===== src/rtl/core/mle_pkg.sv =====
package mle_pkg;

  // Default sizes
  localparam int unsigned ID_BITS_DEF    = 16;
  localparam int unsigned PORT_COUNT_DEF = 4;

  // Configuration register indexes
  localparam int unsigned CFG_IDX_W = 1;
  localparam logic [CFG_IDX_W-1:0] CFG_NODE_ID   = 1'b0;
  localparam logic [CFG_IDX_W-1:0] CFG_PORT_CONN = 1'b1;

  // Received item commands
  typedef enum logic [1:0] {
    CMD_START = 2'd0,
    CMD_ID    = 2'd1,
    CMD_ACK   = 2'd2
  } cmd_e;

  // Sent message kinds
  typedef enum logic [1:0] {
    KIND_ID     = 2'd0,
    KIND_ACK    = 2'd1,
    KIND_MASTER = 2'd2
  } kind_e;

endpackage


===== src/rtl/core/min_id_leader_election_node.sv =====
// One node of a mesh that elects the smallest identifier by flooding with echo
// acknowledgements.
// Input channel (in_valid_i / in_stall_o): one received item per transaction,
// command_i (start, id message, ack message), port_i and value_i.
// Output channel (out_valid_o / out_stall_i): one message per transaction,
// send_port_o, send_kind_o, send_value_o, is_master_o and last_o, which marks
// the final message caused by one input item. Items that cause no message
// produce nothing on the output.
// Configuration: cfg_we_i writes cfg_wdata_i into register cfg_idx_i
// (node id, connected-port mask); write only while the block is idle.
// The messages of an accepted item pass through the group register and then
// the single-message output register.
// Throughput: the state update is one pass of logic, so an item is taken every
// cycle while no message group is waiting to drain; an item that causes
// messages keeps the input stalled while the output register drains its
// message group one message at a time. The next item is taken in the cycle the
// last message of the previous group moves into the output register.
// Reset clears the election state, the configuration and both buffers.
// A stalled output holds its message, and the group behind it waits.
module min_id_leader_election_node #(
  parameter int unsigned ID_BITS    = mle_pkg::ID_BITS_DEF,
  parameter int unsigned PORT_COUNT = mle_pkg::PORT_COUNT_DEF
) (
  input  logic                          clk_i,
  input  logic                          rst_ni,
  // configuration
  input  logic                          cfg_we_i,
  input  logic [mle_pkg::CFG_IDX_W-1:0] cfg_idx_i,
  input  logic [((ID_BITS > PORT_COUNT) ? ID_BITS : PORT_COUNT)-1:0] cfg_wdata_i,
  // input channel
  input  logic                          in_valid_i,
  output logic                          in_stall_o,
  input  logic [1:0]                    command_i,
  input  logic [$clog2(PORT_COUNT)-1:0] port_i,
  input  logic [ID_BITS-1:0]            value_i,
  // output channel
  output logic                          out_valid_o,
  input  logic                          out_stall_i,
  output logic [$clog2(PORT_COUNT)-1:0] send_port_o,
  output logic [1:0]                    send_kind_o,
  output logic [ID_BITS-1:0]            send_value_o,
  output logic                          is_master_o,
  output logic                          last_o
);

  localparam int unsigned PortW = $clog2(PORT_COUNT);
  localparam int unsigned PendW = $clog2(PORT_COUNT + 1);

  // Configuration registers
  logic [ID_BITS-1:0]    node_id_q;
  logic [PORT_COUNT-1:0] port_conn_q;

  // Election state
  logic [ID_BITS-1:0] smallest_q, smallest_d;
  logic [PortW-1:0]   parent_q, parent_d;
  logic               parent_vld_q, parent_vld_d;
  logic [PendW-1:0]   pend_q, pend_d;
  logic               pend_uf_q, pend_uf_d;
  logic               master_q, master_d;
  logic               done_q, done_d;

  // Message group waiting to drain
  logic [PORT_COUNT-1:0] grp_mask_q, grp_mask_d, new_mask;
  mle_pkg::kind_e        grp_kind_q, new_kind;
  logic [ID_BITS-1:0]    grp_value_q;
  logic                  grp_master_q;

  // Output register
  logic               out_valid_q;
  logic [PortW-1:0]   out_port_q;
  mle_pkg::kind_e     out_kind_q;
  logic [ID_BITS-1:0] out_value_q;
  logic               out_master_q;
  logic               out_last_q;

  logic                  in_acc;
  logic                  load;
  logic [PortW-1:0]      sel_port;
  logic [PORT_COUNT-1:0] rest_mask;
  logic                  sel_last;
  logic [PORT_COUNT-1:0] arr_onehot;
  logic [PORT_COUNT-1:0] parent_onehot;
  logic [PORT_COUNT-1:0] fwd_mask;
  logic [PendW-1:0]      conn_cnt;
  logic [PendW-1:0]      fwd_cnt;

  // Pick the lowest pending port of the group
  always_comb begin
    sel_port = '0;
    for (int i = PORT_COUNT - 1; i >= 0; i--) begin
      if (grp_mask_q[i]) begin
        sel_port = PortW'(i);
      end
    end
  end

  assign rest_mask  = grp_mask_q & ~(PORT_COUNT'(1) << sel_port);
  assign sel_last   = (rest_mask == '0);
  assign load       = (grp_mask_q != '0) && (!out_valid_q || !out_stall_i);
  assign in_stall_o = (grp_mask_q != '0) && !(load && sel_last);
  assign in_acc     = in_valid_i && !in_stall_o;

  // Port masks and their counts
  assign arr_onehot    = PORT_COUNT'(1) << port_i;
  assign parent_onehot = PORT_COUNT'(1) << parent_q;
  assign fwd_mask      = port_conn_q & ~arr_onehot;

  always_comb begin
    conn_cnt = '0;
    fwd_cnt  = '0;
    for (int i = 0; i < PORT_COUNT; i++) begin
      conn_cnt = conn_cnt + PendW'(port_conn_q[i]);
      fwd_cnt  = fwd_cnt + PendW'(fwd_mask[i]);
    end
  end

  // Election step for one accepted item
  always_comb begin
    smallest_d   = smallest_q;
    parent_d     = parent_q;
    parent_vld_d = parent_vld_q;
    pend_d       = pend_q;
    pend_uf_d    = pend_uf_q;
    master_d     = master_q;
    done_d       = done_q;
    new_mask     = '0;
    new_kind     = mle_pkg::KIND_ID;
    case (command_i)
      mle_pkg::CMD_START: begin
        smallest_d   = node_id_q;
        parent_d     = '0;
        parent_vld_d = 1'b0;
        master_d     = 1'b0;
        done_d       = 1'b0;
        pend_uf_d    = 1'b0;
        pend_d       = conn_cnt;
        new_mask     = port_conn_q;
        new_kind     = mle_pkg::KIND_ID;
      end
      mle_pkg::CMD_ID: begin
        if (!done_q) begin
          if (value_i == smallest_q) begin
            new_mask = arr_onehot;
            new_kind = mle_pkg::KIND_ACK;
          end else if (value_i < smallest_q) begin
            // adopt the smaller id and forward it, or echo when no other port
            smallest_d   = value_i;
            parent_d     = port_i;
            parent_vld_d = 1'b1;
            pend_uf_d    = 1'b0;
            pend_d       = fwd_cnt;
            if (fwd_mask == '0) begin
              new_mask = arr_onehot;
              new_kind = mle_pkg::KIND_ACK;
            end else begin
              new_mask = fwd_mask;
              new_kind = mle_pkg::KIND_ID;
            end
          end
        end
      end
      mle_pkg::CMD_ACK: begin
        if (!done_q && value_i == smallest_q && !pend_uf_q) begin
          if (pend_q == '0) begin
            pend_uf_d = 1'b1;
          end else begin
            pend_d = pend_q - PendW'(1);
            if (pend_q == PendW'(1)) begin
              if (smallest_q == node_id_q) begin
                master_d = 1'b1;
                done_d   = 1'b1;
                new_mask = port_conn_q;
                new_kind = mle_pkg::KIND_MASTER;
              end else if (parent_vld_q) begin
                new_mask = parent_onehot;
                new_kind = mle_pkg::KIND_ACK;
              end
            end
          end
        end
      end
      default: ;
    endcase
  end

  // Group mask: reload on accept, else shrink as messages leave
  always_comb begin
    grp_mask_d = grp_mask_q;
    if (in_acc) begin
      grp_mask_d = new_mask;
    end else if (load) begin
      grp_mask_d = rest_mask;
    end
  end

  // Hold configuration, state and control
  always_ff @(posedge clk_i or negedge rst_ni) begin
    if (!rst_ni) begin
      node_id_q    <= '0;
      port_conn_q  <= '0;
      smallest_q   <= '0;
      parent_q     <= '0;
      parent_vld_q <= 1'b0;
      pend_q       <= '0;
      pend_uf_q    <= 1'b0;
      master_q     <= 1'b0;
      done_q       <= 1'b0;
      grp_mask_q   <= '0;
      out_valid_q  <= 1'b0;
    end else begin
      if (cfg_we_i) begin
        unique case (cfg_idx_i)
          mle_pkg::CFG_NODE_ID:   node_id_q   <= cfg_wdata_i[ID_BITS-1:0];
          mle_pkg::CFG_PORT_CONN: port_conn_q <= cfg_wdata_i[PORT_COUNT-1:0];
          default: ;
        endcase
      end
      if (in_acc) begin
        smallest_q   <= smallest_d;
        parent_q     <= parent_d;
        parent_vld_q <= parent_vld_d;
        pend_q       <= pend_d;
        pend_uf_q    <= pend_uf_d;
        master_q     <= master_d;
        done_q       <= done_d;
      end
      grp_mask_q <= grp_mask_d;
      if (load) begin
        out_valid_q <= 1'b1;
      end else if (!out_stall_i) begin
        out_valid_q <= 1'b0;
      end
    end
  end

  // Group and output payload
  always_ff @(posedge clk_i) begin
    if (in_acc) begin
      grp_kind_q   <= new_kind;
      grp_value_q  <= smallest_d;
      grp_master_q <= master_d;
    end
    if (load) begin
      out_port_q   <= sel_port;
      out_kind_q   <= grp_kind_q;
      out_value_q  <= grp_value_q;
      out_master_q <= grp_master_q;
      out_last_q   <= sel_last;
    end
  end

  assign out_valid_o  = out_valid_q;
  assign send_port_o  = out_port_q;
  assign send_kind_o  = out_kind_q;
  assign send_value_o = out_value_q;
  assign is_master_o  = out_master_q;
  assign last_o       = out_last_q;

  // A declared master has finished its election
  assert property (@(posedge clk_i) disable iff (!rst_ni) master_q |-> done_q)
    else $error("master flag set without election done");

  // A master declaration group is only built once the flag is set
  assert property (@(posedge clk_i) disable iff (!rst_ni)
    ((grp_mask_q != '0) && (grp_kind_q == mle_pkg::KIND_MASTER)) |-> grp_master_q)
    else $error("master declaration queued without master flag");

  // Pending answers never exceed the number of ports
  assert property (@(posedge clk_i) disable iff (!rst_ni)
    pend_q <= PendW'(PORT_COUNT))
    else $error("pending answer count out of range");

  // An accepted item that causes messages always leaves a message group to drain
  assert property (@(posedge clk_i) disable iff (!rst_ni)
    (in_acc && new_mask != '0) |=> (grp_mask_q != '0))
    else $error("accepted item lost its message group");

endmodule


===== config.mk =====
export PLATFORM = sky130hd
export DESIGN_NAME = min_id_leader_election_node
export DESIGN_NICKNAME = d
export VERILOG_FILES = /design/src/rtl/core/mle_pkg.sv /design/src/rtl/core/min_id_leader_election_node.sv
export SDC_FILE = /design/constraint.sdc
export NUM_CORES = 1
export LEC_CHECK = 0
export BUFFER_PORTS_ARGS = -buffer_cell sky130_fd_sc_hd__buf_2
export CAP_MARGIN = 5
export CORE_ASPECT_RATIO = 0.8
export CORE_MARGIN = 2
export CORE_UTILIZATION = 40
export CTS_CLUSTER_SIZE = 24
export DETAILED_ROUTE_END_ITERATION = 8
export GPL_ROUTABILITY_DRIVEN = 0
export PLACE_DENSITY = 0.7
export RECOVER_POWER = 100
export SLEW_MARGIN = 20
export SYNTH_ARGS = -nofsm -noshare
export SYNTH_HDL_FRONTEND = slang
export SYNTH_SLANG_ARGS = --single-unit

===== constraint.sdc =====
create_clock -name clk_i -period 3.3 [get_ports clk_i]
set_input_delay 0.66 -clock clk_i [delete_from_list [all_inputs] [get_ports clk_i]]
set_output_delay 0.66 -clock clk_i [all_outputs]
set_load 0.02 [all_outputs]

==> impl_metrics.yaml <==
outcome:
  run_status: "complete, but fails checks"
  failing_checks: "max-capacitance violations, max-slew violations"
clock_tree:
  root_buffer: "clkbuf_16"
  tritoncts: "built"
  cts_setup_buffers: 0
  clock_tree.htree_level_count: 3
  clk_path_buf_depth: 2
  cts_made_buffers: 9
  cts.reportedPaths.clkPinSlew_ns: 0.06
  cts-hold-fix-buffers: 0
  clkSinkCount: 91
  worst_skew_pair.late_latency_ns: 0.34
die:
  top_level_ports: 66
  floorplan.initialDensity_pct: 41.5
  die_height_um: 105
  die_width_um: 131
  placeable_core_area_um2: 12300
  design.die.area_um2: 13700
  rows: 36
synthesis:
  postSynthCellCount: 456
  synth_flop_cell: "dfrtp_1"
  synth_cell_type_count: 59
  synth_enable_flop_cells: 41
  synthesized_flop_and_latch_total: 91
  synth_warnings: 0
  postSynthNetCount: 529
  async_reset_ff_share_pct: 54.9
  avgSynthCellArea_um2: 11.2
  sequential_to_total_area_share_from_yosys_stat_pct: 48.5
  synth_area_um2: 5120
worst_setup_path:
  setup.worst_path.class: "register to register"
  timing.critical_path.to_type: "register"
  reg2reg_to: "pend_q[1]$_DFFE_PN0P_"
  worstSetupStartpointType: "register"
  critical_path_maximum_fanout: 9
  worst_ep_required_time_ns: 3.56
  critical_path.reg2reg.startpoint: "smallest_q[13]$_DFFE_PN0P_"
  reg2regPathDepth: 11
  reg2reg_slack_ns: 0.25
  critical_path_arrival_ns: 3.31
min_path:
  worst_hold_path_type: "register to register"
  whs_endpoint: "send_value_o[0]$_DFFE_PP_"
  timing.hold.worst.start: "grp_value_q[0]$_DFFE_PP_"
  hold_path_depth: 0
sta:
  setup_slack_of_the_critical_path_after_layout_ns: 0.248
  max_slew.worst_pin.slew_ns: 1.92
  headroom_to_the_max_slew_limit_pct: -28.1
  setup_repair_after_global_routing_missed_its_margin: "false"
  setup_viol: 0
  worst_clock_skew_ns: 0.00649
  max_fclk_mhz: 328
  tns_ns: 0
  hold_fails_final_rpt: 0
  period_minus_slack_ns: 3.05
  final.period_utilization_pct: 92.5
  slew_violations: 34
global_route:
  grt_first_pass_wirelength_um: 20400
  global_route.usage.total_pct: 19.3
  maximum_number_of_pins_on_one_net_before_global_route_repair: 40
  grt-ovfl-total: 0
  first_global_vias: 3950
  grt_antenna_before_repair: 0
cells_and_area:
  final_net_count: 618
  insertedDiodeCount: 0
  final_layout_size_suffix_gt1_share_pct: 19.8
  area_growth_syn_to_layout_pct: 17.4
run:
  max-cap-violations: 1
power:
  worst_ir_drop_vdd_v: 0.000402
  leakage_nw: 2.59
  pwr_density_cell_nw_per_um2: 707
routing:
  num_vias: 4012
  detail-route-antenna-nets: 0
  drc: 0
  drt-vias-per-instance: 5.56
  drtPass1Iterations: 7
  post_drt_wl_per_cell_um: 17.4
  detailedRoute.firstIterationViolations: 426
  drt-total-wl_um: 12500
placement:
  post-place-ws_ns: -0.161
  hpwl_um: 9540
  port-buffer-count: 65
layout make-up:
type                       count  area [um2]
sequential                    91        2480
clock inverter                 6        71.3
clock buffer                  10         229
inverter                      37         139
timing repair buffer          93         483
fill                        1152        6330
multi-input combinational    313        2390
tap                          171         214
how the worst max path moves through the flow:
stage               cells after the start                        from                  endpoint  slack [ns]
floorplan                               8                 value_i[15]  grp_value_q[2]$_DFFE_PP_        0.21
finish                                 11  smallest_q[13]$_DFFE_PN0P_     pend_q[1]$_DFFE_PN0P_        0.25
global route                           11   smallest_q[7]$_DFFE_PN0P_     pend_q[1]$_DFFE_PN0P_        0.09
global placement                       10                 value_i[13]     pend_q[2]$_DFFE_PN0P_       -0.05
detailed placement                     11                 value_i[13]     pend_q[1]$_DFFE_PN0P_       -0.16
CTS                                    11  smallest_q[13]$_DFFE_PN0P_     pend_q[1]$_DFFE_PN0P_        0.13
layer usage:
metal  vias up  part of all wire, %  track usage, %
met1      1940                   48            28.8
met2       169                   43            28.2
met5         -                    0               0
met4         0                  1.4            5.32
li1       1887                    -               -
met3        16                  7.3            4.20
kinds of logic after synthesis:
group	count (synthesis)	share of synthesized area [%]
AO/OA/AOI/OAI	119	17.6
adder cells (fa/ha/maj)	31	7.87
buffers and inverters	52	4.28
flip-flops	91	48.5
AND/OR/NAND/NOR	114	11.9
XOR/XNOR	17	2.91
multiplexers	32	6.96
Yosys cell counts, types with 9 or more instances:
cell type	n	share of area (%)
dfrtp_1	50	24
xor2_1	17	2.9
and3_1	10	1.2
edfxtp_1	41	24
nor2_1	26	1.9
clkbuf_1	10	0.73
a221oi_1	9	1.5
a21oi_1	20	2.0
mux2_2	25	5.5
a221o_1	21	4.1
ha_1	29	7.1
nand2_1	28	2.1
and2_1	15	1.8
o21ai_0	28	2.7
inv_1	36	2.6
worst max-delay path: stages, from the launching register on:
cell and delay, ns:
dfrtp_1 0.43, inv_1 0.06, ha_1 0.30, a21o_1 0.17, a21o_1 0.19, a22oi_4 0.20, o211ai_2 0.13, or3_4 0.47
clkbuf_1 0.21, a2111oi_4 0.42, buf_4 0.19, mux2i_1 0.19
sequential cells by signal, indices dropped and copies added (netlist names):
register / cells
grp_value_q: 16
node_id_q: 16
send_value_o: 16
smallest_q: 16
grp_mask_q: 4
port_conn_q: 4
pend_q: 3
grp_kind_q: 2
parent_q: 2
send_kind_o: 2
send_port_o: 2
done_q: 1
grp_master_q: 1
is_master_o: 1
last_o: 1
master_q: 1
out_valid_o: 1
parent_vld_q: 1
pend_uf_q: 1
placed cells by master (no fill, tap or decap), types with 7 or more instances in the layout:
cell type,count
clkbuf_1,35
xor2_1,17
edfxtp_1,41
and3_1,10
mux2_2,25
buf_4,16
nand2_1,28
inv_1,36
o21ai_0,29
a221o_1,21
clkbuf_16,9
buf_2,39
nor4_1,7
dfrtp_1,50
ha_1,29
nor2_1,26
a21oi_1,19
a221oi_1,9
and2_1,13
through the flow:
step | total power [mW] | hold slack [ns] | util (%) | area, um2 | std cells
after floorplan | 2.76 | 0.364 | - | 5120 | 456
after global placement | 3.17 | 0.401 | 47.0 | 5810 | 705
after detailed placement | 3.25 | 0.405 | 47.0 | 5810 | 705
after CTS | 4.30 | 0.418 | 49.5 | 6110 | 721
after global routing | 4.51 | 0.431 | 48.7 | 6010 | 721
final | 4.25 | 0.420 | 48.7 | 6010 | 721
what timing repair did:
item                                    CTS  global route
endpoints found under the setup margin    0             3
gates resized for setup                   0             1
hold endpoints to repair                  0             0
power by group:
group          internal (mW)  switching [mW]
Combinational          0.635           0.790
Clock                  0.596           0.442
Sequential              1.52           0.267
Total                   2.75            1.50
(Power assumes the default switching activity.)
